**config.mk**
```make
export PLATFORM = sky130hd
export DESIGN_NAME = primitive_widening_converter
export DESIGN_NICKNAME = d
export VERILOG_FILES = /design/src/design/pwc_pkg.sv /design/src/design/primitive_widening_converter.sv /design/src/design/pwc_convert.sv
export SDC_FILE = /design/constraint.sdc
export NUM_CORES = 1
export LEC_CHECK = 0
export ABC_AREA = 1
export BUFFER_PORTS_ARGS = -buffer_cell sky130_fd_sc_hd__buf_4
export CAP_MARGIN = 20
export CORE_UTILIZATION = 29
export CTS_CLUSTER_SIZE = 16
export DETAILED_ROUTE_END_ITERATION = 12
export GPL_ROUTABILITY_DRIVEN = 0
export PLACE_DENSITY = 0.46
export SKIP_LAST_GASP = 1
export SLEW_MARGIN = 25
export SYNTH_ARGS = -nofsm -noshare
export SYNTH_HDL_FRONTEND = slang
export SYNTH_SLANG_ARGS = --single-unit
```
**constraint.sdc**
```tcl
create_clock -name clk -period 15.5 [get_ports clk]
set_input_delay 2.325 -clock clk [delete_from_list [all_inputs] [get_ports clk]]
set_output_delay 2.325 -clock clk [all_outputs]
set_load 0.005 [all_outputs]
```
**src/design/pwc_pkg.sv**
```systemverilog
// package for the primitive widening converter
// type codes and the permission table; no dependencies
package pwc_pkg;

    typedef enum logic [3:0] {
        T_NONE   = 4'd0,
        T_SHORT  = 4'd1,
        T_INT    = 4'd2,
        T_LONG   = 4'd3,
        T_BYTE   = 4'd4,
        T_CHAR   = 4'd5,
        T_FLOAT  = 4'd6,
        T_DOUBLE = 4'd7,
        T_BOOL   = 4'd8
    } type_code_t;

    // bit (to - 1) set if that target is permitted for the source code
    function automatic logic [7:0] allowed_targets(input logic [3:0] from_code);
        logic [7:0] m;
        begin
            case (from_code)
                T_SHORT:  m = 8'h67;
                T_INT:    m = 8'h66;
                T_LONG:   m = 8'h64;
                T_BYTE:   m = 8'h6f;
                T_CHAR:   m = 8'h76;
                T_FLOAT:  m = 8'h60;
                T_DOUBLE: m = 8'h40;
                T_BOOL:   m = 8'h80;
                default:  m = 8'h00;
            endcase
            return m;
        end
    endfunction

endpackage

```
**src/design/primitive_widening_converter.sv**
```systemverilog
// primitive widening converter top level: input and result registers
// result valid once the request has passed the input register and then the result register (two register stages)
// one request per cycle when the output is taken every cycle; stalls hold both stages
// reset clears the valid flags only; payload registers are not reset
// depends on pwc_pkg and pwc_convert
module primitive_widening_converter (
    input  logic        clk,
    input  logic        rst_n,
    input  logic        in_valid,
    output logic        in_ready,
    input  logic [3:0]  from_type,
    input  logic [3:0]  to_type,
    input  logic [63:0] src_value,
    output logic        out_valid,
    input  logic        out_ready,
    output logic [63:0] dst_value,
    output logic        ok
);
    import pwc_pkg::*;

    logic        a_valid_reg;
    logic [3:0]  from_reg;
    logic [3:0]  to_reg;
    logic [63:0] src_reg;
    logic        b_valid_reg;
    logic [63:0] dst_reg;
    logic        ok_reg;
    logic [63:0] dst_next;
    logic        ok_next;
    logic        b_load;
    logic        a_load;

    pwc_convert u_conv (
        .from_type (from_reg),
        .to_type   (to_reg),
        .src_value (src_reg),
        .dst_value (dst_next),
        .ok        (ok_next)
    );

    assign b_load = a_valid_reg && (!b_valid_reg || out_ready);
    assign in_ready = !a_valid_reg || b_load;
    assign a_load = in_valid && in_ready;

    always_ff @(posedge clk or negedge rst_n)
    begin
        if (!rst_n)
        begin
            a_valid_reg <= 1'b0;
            b_valid_reg <= 1'b0;
        end
        else
        begin
            if (in_ready)
                a_valid_reg <= in_valid;
            if (b_load)
                b_valid_reg <= 1'b1;
            else if (out_ready)
                b_valid_reg <= 1'b0;
        end
    end

    always_ff @(posedge clk)
    begin
        if (a_load)
        begin
            from_reg <= from_type;
            to_reg   <= to_type;
            src_reg  <= src_value;
        end
        if (b_load)
        begin
            dst_reg <= dst_next;
            ok_reg  <= ok_next;
        end
    end

    assign out_valid = b_valid_reg;
    assign dst_value = dst_reg;
    assign ok = ok_reg;

`ifndef SYNTHESIS
    a_stall_hold: assert property (@(posedge clk) disable iff (!rst_n)
        (out_valid && !out_ready) |=> (out_valid && $stable(dst_value)))
        else $error("result changed under stall");
    a_no_drop: assert property (@(posedge clk) disable iff (!rst_n)
        (a_valid_reg && !b_load) |=> a_valid_reg)
        else $error("input stage lost a request");
    a_ready_full: assert property (@(posedge clk) disable iff (!rst_n)
        (a_valid_reg && b_valid_reg && !out_ready) |-> !in_ready)
        else $error("ready while both stages full");
    a_fail_zero: assert property (@(posedge clk) disable iff (!rst_n)
        (out_valid && !ok) |-> (dst_value == 64'd0))
        else $error("forbidden pair gave nonzero result");
`endif

endmodule

```
**src/design/pwc_convert.sv**
```systemverilog
// conversion datapath of the primitive widening converter
// combinational only; uses pwc_pkg
module pwc_convert (
    input  logic [3:0]  from_type,
    input  logic [3:0]  to_type,
    input  logic [63:0] src_value,
    output logic [63:0] dst_value,
    output logic        ok
);
    import pwc_pkg::*;

    logic [63:0] iv;
    logic        neg;
    logic [63:0] mag;
    logic [5:0]  p;
    logic [63:0] norm;
    logic [31:0] f_bits;
    logic [63:0] d_bits;
    logic [23:0] fm;
    logic [52:0] dm;
    logic        f_rnd;
    logic        d_rnd;
    logic [24:0] fm_r;
    logic [53:0] dm_r;
    logic [7:0]  fe;
    logic [10:0] de;
    logic [31:0] fs;
    logic [7:0]  sx;
    logic [22:0] sf;
    logic [4:0]  sp;
    logic [22:0] snorm;
    logic [63:0] s2d;
    logic [7:0]  allow;
    logic        permit;

    always_comb
    begin
        case (from_type)
            T_BYTE:  iv = {{56{src_value[7]}}, src_value[7:0]};
            T_SHORT: iv = {{48{src_value[15]}}, src_value[15:0]};
            T_CHAR:  iv = {48'd0, src_value[15:0]};
            T_INT:   iv = {{32{src_value[31]}}, src_value[31:0]};
            default: iv = src_value;
        endcase
    end

    always_comb
    begin
        neg = iv[63];
        mag = neg ? (64'd0 - iv) : iv;
        p = 6'd0;
        for (int i = 0; i < 64; i++)
        begin
            if (mag[i])
                p = 6'(i);
        end
        // leading one moved to bit 63
        norm = mag << (6'd63 - p);
        fm = norm[63:40];
        f_rnd = norm[39] & ((|norm[38:0]) | norm[40]);
        fm_r = {1'b0, fm} + {24'd0, f_rnd};
        fe = 8'(p) + 8'd127 + {7'd0, fm_r[24]};
        f_bits = (mag == 64'd0) ? 32'd0
               : {neg, fe, fm_r[24] ? fm_r[23:1] : fm_r[22:0]};
        dm = norm[63:11];
        d_rnd = norm[10] & ((|norm[9:0]) | norm[11]);
        dm_r = {1'b0, dm} + {53'd0, d_rnd};
        de = 11'(p) + 11'd1023 + {10'd0, dm_r[53]};
        d_bits = (mag == 64'd0) ? 64'd0
               : {neg, de, dm_r[53] ? dm_r[52:1] : dm_r[51:0]};
    end

    always_comb
    begin
        fs = src_value[31:0];
        sx = fs[30:23];
        sf = fs[22:0];
        sp = 5'd0;
        for (int i = 0; i < 23; i++)
        begin
            if (sf[i])
                sp = 5'(i);
        end
        snorm = sf << (5'd23 - sp);
        if (sx == 8'hff)
            s2d = {fs[31], 11'h7ff, sf, 29'd0};
        else if (sx == 8'd0)
            s2d = (sf == 23'd0) ? {fs[31], 63'd0}
                : {fs[31], 11'(sp) + 11'd874, snorm, 29'd0};
        else
            s2d = {fs[31], {3'd0, sx} + 11'd896, sf, 29'd0};
    end

    always_comb
    begin
        allow = allowed_targets(from_type);
        permit = (to_type >= 4'd1) && (to_type <= 4'd8)
               && allow[3'(to_type - 4'd1)];
        ok = permit;
        dst_value = 64'd0;
        if (permit)
        begin
            if (from_type == to_type)
                dst_value = (to_type == T_LONG || to_type == T_DOUBLE)
                          ? src_value : {32'd0, src_value[31:0]};
            else if (from_type == T_FLOAT)
                dst_value = s2d;
            else
            begin
                case (to_type)
                    T_SHORT, T_INT: dst_value = {32'd0, iv[31:0]};
                    T_LONG:         dst_value = iv;
                    T_FLOAT:        dst_value = {32'd0, f_bits};
                    default:        dst_value = d_bits;
                endcase
            end
        end
    end

endmodule
```
### After elaboration in Yosys (flattened, before gate mapping)

Memories as Yosys holds them, arrays and structs flattened. A register that Yosys moved wholly into a read port is not among the register bits.
Index checks and enable logic that the tools add are counted.

| word-level totals | value |
|---|---|
| output and inout bits | 67 |
| bits of input ports | 76 |
| memories kept | 1 |
| register bits after elaboration | 139 |
| word-level logic and storage cells | 160 |
| ROM bits | 128 |

| operators by class | value |
|---|---|
| shifts and indexed selects | 2 |
| reduce and logical (&&, ||, !) cells | 16 |
| bitwise gates (word level) | 4 |
| eq/ne operators | 12 |
| multiplexer cells | 103 |
| add/subtract/negate cells | 12 |
| order comparisons | 3 |

Memories:

| memory | depth | width | rd ports | clocked after Yosys merged registers in | write ports | line | RTL |
|---|---|---|---|---|---|---|---|
| (name not given) | 16 | 8 | 1 | 1 | 0 | pwc_pkg.sv:21 | `case (from_code)` |

Operators with widths:

| cell | count |
|---|---|
| two-way mux 64 bit | 5 |
| case mux 64 bit (4 select lines) | 1 |
| two-way mux 6 bit | 32 |
| case mux 64 bit (3 select lines) | 1 |
| two-way mux 63 bit | 3 |
| two-way mux 5 bit | 23 |
| two-way mux 4 bit | 17 |
| zero test 64 bit | 1 |
| << shifter 64 x 6 -> 64 bit | 1 |
| subtractor 1 x 64 -> 64 bit (first input constant) | 1 |
| adder 53 x 1 -> 54 bit | 1 |
| two-way mux 52 bit | 1 |
| OR reduction 39 bit | 1 |
| two-way mux 32 bit | 1 |
| adder 24 x 1 -> 25 bit | 1 |
| two-way mux 3 bit | 8 |
| zero test 23 bit | 1 |
| two-way mux 23 bit | 1 |
| << shifter 23 x 5 -> 23 bit | 1 |
| equality test 4 x 3 -> 1 bit (second input constant) | 5 |
| equality test 4 x 2 -> 1 bit (second input constant) | 3 |
| adder 11 x 1 -> 11 bit | 1 |
| adder 5 x 10 -> 11 bit (second input constant) | 1 |
| adder 6 x 10 -> 11 bit (second input constant) | 1 |
| 24 further kinds | 40 |

### Depth between registers and ports, before layout

| logic depth | value |
|---|---|
| word-level depth | 78 |
| depth in mapped cells | 98 |
| gate-level depth less buffers | 95 |

### Hierarchy

From an unflattened synthesis, not the netlist that was laid out.

| second synthesis, totals | value |
|---|---|
| cells, all modules | 3138 |
| area total of the unflattened synthesis | 18500.2 µm² |

Modules (own cells, without submodules):

| module | seq. area each (µm²) | area an instance (µm²) | instances | cells an instance |
|---|---|---|---|---|
| pwc_convert | 0.0 | 14291.2 | 1 | 2989 |
| primitive_widening_converter | 4164.0 | 4209.0 | 1 | 149 |

### Worst setup path after synthesis

OpenSTA, ideal clock, no wires.

| timing path | value |
|---|---|
| kind | reg2reg |
| from | register from_reg[3] |
| to | register dst_reg[29], in the netlist dst_value[29] (data pin) |
| setup time | 266 ps |
| clock period less this slack | 7641 ps |
| required time | 15234 ps |
| stages on the path, launching flop included | 88 |
| arrival time | 7375 ps |
| path slack | 7859 ps |
| path buffers | 3 |
| cell sequence | edfxtp_1 -> nor2_1 -> nand2_2 -> nor2_1 -> nor2_4 -> nand2_4 -> inv_2 -> or2_2 -> xor2_1 -> nand2_1 -> nand2_1 -> nand2_1 -> nand2_1 -> nand2_1 -> nand2_1 -> nand2_1 -> nand2_1 -> nand2_1 -> [... 52 more ...] -> nor2_2 -> nor2_4 -> nor2_2 -> ha_1 -> inv_1 -> nor2_2 -> nand2_1 -> inv_2 -> nand2_4 -> buf_2 -> ha_1 -> ha_1 -> nand2_1 -> nor3_1 -> a221oi_1 -> nand2_1 -> nand2_1 -> a21oi_1 |

| between the ends | value |
|---|---|
| cells in the longest elaborated chain, start to end | 77 |
| elaborated cells on any way between the ends | 91 |
| those cells by class | add/sub: 6; eq/ne: 6; shift: 1; mux: 71; bitwise: 4; reduce/logical: 3 |

RTL lines:

| item | line | RTL |
|---|---|---|
| start, declared | primitive_widening_converter.sv:22 | `logic [3:0] from_reg;` |
| start signal, assigned | primitive_widening_converter.sv:67 | `from_reg <= from_type;` |
| parallel branches: the longest is 76 deep, another holds subtractor 1 x 64 -> 64 bit | n/a |  |
| two-way mux 64 bit * | pwc_convert.sv:103 | `if (from_type == to_type)` |
| end signal, assigned | primitive_widening_converter.sv:73 | `dst_reg <= dst_next;` |
| end, declared | primitive_widening_converter.sv:26 | `logic [63:0] dst_reg;` |

Mark *: on every way between the ends.
A chain may end at the register's enable or synchronous reset.

### Worst setup path after layout

| timing path | value |
|---|---|
| from | register from_reg[2] |
| to | register dst_reg[56], in the netlist dst_value[56] (data pin) |

| between the ends | value |
|---|---|
| cells in the longest elaborated chain, start to end | 77 |
| elaborated cells on any way between the ends | 85 |
| those cells by class | add/sub: 5; eq/ne: 6; shift: 1; mux: 69; bitwise: 2; reduce/logical: 2 |

RTL lines:

| item | line |
|---|---|
| parallel branches: the longest is 76 deep, another holds subtractor 1 x 64 -> 64 bit | n/a |
| two-way mux 64 bit * | pwc_convert.sv:103 |

Marked as above.

==> flow_summary.ini <==
[status]
status = finished clean

[placement]
dp_slack_ns = 3.93
detailed_place_hpwl_mm = 73.2
io_buffer_count = 142

[detailed_routing]
first_pass_iters = 6
initialDrtViolationCount = 3213
routed_wl_mm = 94.0
vias_per_cell = 5.56
wl_met1_mm = 39.5
met3_length_mm = 7.89
ant_nets = 0
drc = 0
wl_per_cell_um = 23.0
vias = 22700
top_layer = met5
wl_met2_mm = 41.7

[hold_path]
hold_path_end = out_valid$_DFFE_PN0P_
hold_start = a_valid_reg$_DFFE_PN0N_
hold-path-cell-count = 2
hold_class = flop to flop

[clock_network]
cts_buffer_depth = 2
clkTransAtPathRegs_ns = 0.07
tritoncts = built
clk_latency_ns = 0.45
cts_hold_buf = 0
htree_levels = 4
cts_resized = 0
cts_buffers = 17
clkSinkCount = 147
cts_setup_buffers = 0
clock-root-buffer = clkbuf_16

[critical_path]
cpMostUsedCell = nand2_1
crit_path_start_kind = flop
crit_required_ns = 15.67
crit_type = flop to flop
cp_max_fo = 66
endpoint_kind = flop
cp_data_arrival_time_ns = 12.03
r2r_slack_ns = 3.64
critPathSlowestCell = nand2_2
cp_slowest_stage_delay_ns = 0.81
ff2ff_path_depth = 89
worstReg2RegStart = from_reg[2]$_DFFE_PP_
r2r-end = dst_value[56]$_SDFFCE_PN0P_

[power]
swShare = 0.603
combPwrFrac = 0.716
internal_power_mw = 1.34
power_switching_mw = 2.04
ir_drop_mv = 0.0772
p_total_mw = 3.39
power_frac_seq = 0.155
p_leak_nw = 9.60
p_clk_frac = 0.129
power_density_mw_per_mm2 = 160

[die]
io_pins = 143
row_count = 93
core_mm2 = 0.0643
start_util = 0.294
die_x_um = 257
die_h_um = 257
die_area_mm2 = 0.0662

[timing]
finalSetupViolations = 0
fin_setup_tns_ns = 0
maxSlewViolCount = 0
max_freq_ghz = 0.0843
slew_headroom = 0.311
tightest_slew_ns = 1.02
fin_ws_ns = 3.64
fin_crit_ns = 11.86
fin_crit_sh = 0.765
finalHoldViolations = 0
rsz0062_at_grt = no
finClkSkew_ns = 0.0228

[synthesis]
ys_warn_count = 0
yosysSeqAreaShare = 0.229
synth-async-reset-ratio = 0.0136
syn_area_per_cell_um2 = 5.91
syn_area_mm2 = 0.0189
syn_inst = 3195
synth_cell_type_count = 62
synth_seq_cells = 147
synth_edf_count = 137
syn_nets = 3289
synth_ff_type = edfxtp_1

[cells_and_area]
fill_cells = 7205
seqCellArea_mm2 = 0.00432
multi_input_area_mm2 = 0.0127
drive_above_1_share = 0.113
final_util = 0.328
final_nets = 3315
syn2layout_area_growth_pct = 11.9

[grt]
grt_pass1_wl_mm = 138
grt-ovfl-total = 0
grt_pass1_vias = 21100
antenna_found_initial = 2
grt_max_degree = 74
grtUsageTotal = 0.276

[flow_run]
max_cap_violations = 0
cell usage after synthesis (10+ instances only):
| cell type | count | share of area |
|---|---|---|
| inv_2 | 31 | 0.0062 |
| nand4_1 | 59 | 0.020 |
| buf_2 | 32 | 0.0085 |
| nor4_1 | 11 | 0.0036 |
| nand2_2 | 26 | 0.0086 |
| xor2_1 | 70 | 0.032 |
| buf_1 | 28 | 0.0056 |
| buf_6 | 13 | 0.0078 |
| xnor2_1 | 15 | 0.0070 |
| o21ai_0 | 103 | 0.027 |
| nor3_1 | 27 | 0.0072 |
| o21ai_1 | 30 | 0.0079 |
| a21oi_1 | 184 | 0.049 |
| nand3_1 | 621 | 0.16 |
| o221ai_1 | 10 | 0.0046 |
| nor2_2 | 21 | 0.0070 |
| a31oi_1 | 12 | 0.0040 |
| o211ai_1 | 23 | 0.0091 |
| nor2_1 | 208 | 0.041 |
| clkbuf_1 | 88 | 0.017 |
| nand2_1 | 1027 | 0.20 |
| ha_1 | 18 | 0.012 |
| nor2_4 | 12 | 0.0072 |
| inv_1 | 257 | 0.051 |
| nand3_2 | 18 | 0.0095 |
| edfxtp_1 | 137 | 0.22 |
worst max-delay path, delay by kind of cell, from the launching register on:
family / cells / cell delay (ns)
compound gates: 9 / 1.19
xor+xnor: 1 / 0.33
fa+ha+maj: 2 / 0.48
buf+inv: 7 / 1.67
flops: 1 / 0.41
simple gates: 70 / 7.37
worst max path at each step:
| stage | start | to | slack (ns) | cells past startpoint |
|---|---|---|---|---|
| floorplan | from_reg[3]$_DFFE_PP_ | dst_value[29]$_SDFFCE_PN0P_ | 7.86 | 87 |
| global placement | from_reg[2]$_DFFE_PP_ | dst_value[56]$_SDFFCE_PN0P_ | 3.81 | 88 |
| detailed placement | from_reg[2]$_DFFE_PP_ | dst_value[56]$_SDFFCE_PN0P_ | 3.93 | 88 |
| CTS | from_reg[2]$_DFFE_PP_ | dst_value[56]$_SDFFCE_PN0P_ | 3.90 | 88 |
| global route | from_reg[2]$_DFFE_PP_ | dst_value[56]$_SDFFCE_PN0P_ | 2.60 | 89 |
| finish | from_reg[2]$_DFFE_PP_ | dst_value[56]$_SDFFCE_PN0P_ | 3.64 | 89 |
layout by cell type, fill, tap and decap left out, drive strengths merged, types with 3 or more instances in the layout:
cell      count
dfxtp         8
a32o          3
edfxtp      137
o21bai        4
clkinv        6
o211ai       23
nor4         12
o21ai       135
a31oi        12
o221ai       10
o22ai         5
ha           18
nand3b        7
or2          10
nor2        242
nor3         34
clkbuf       18
nand2      1057
o21a          4
o311ai        4
inv         297
nand3       640
and2          4
mux2i         3
clkinvlp      3
buf         172
a21oi       184
o31ai         7
xnor2        15
nand4        59
xor2         79
layout make-up:
cell class,count,area share
Tap cell,855,0.0506
Clock inverter,14,0.00787
Inverter,294,0.0522
Timing Repair Buffer,172,0.0611
Clock buffer,18,0.0203
Antenna cell,2,0.000237
Sequential cell,147,0.205
Multi-Input combinational cell,2589,0.603
per-stage QoR:
stage               cells  instance area [µm²]  hold slack [ns]
detailed placement   4057                20500            0.507
CTS                  4089                21100            0.515
floorplan            3195                18900            0.447
global placement     4057                20500            0.494
finish               4091                21100            0.510
global route         4089                21100            0.560
power groups by stage:
stage / Clock [mW] / Combinational, mW / Sequential (mW)
finish: 0.436 / 2.43 / 0.527
global route: 0.455 / 2.61 / 0.530
CTS: 0.442 / 2.35 / 0.526
detailed placement: 0 / 2.34 / 0.534
global placement: 0 / 2.35 / 0.534
floorplan: 0 / 1.49 / 0.520
metal layers:
layer	vias to the layer above	GRT usage
met5	-	0
met1	10600	0.370
met4	2	0.138
met3	200	0.0392
li1	10700	-
met2	1240	0.432
cells by family (layout without fill, tap and decap cells):
logic type / after synthesis / after routing / share of synthesized area
AO/OA/AOI/OAI: 406 / 406 / 0.121
XOR/XNOR: 94 / 94 / 0.0472
adder cells (fa/ha/maj): 18 / 18 / 0.0119
buffers and inverters: 459 / 498 / 0.0993
flip-flops: 147 / 147 / 0.229
multiplexers: 3 / 3 / 0.00159
other: 0 / 2 / 0
AND/OR/NAND/NOR: 2068 / 2068 / 0.490
Power figures use the tool's default switching activity.
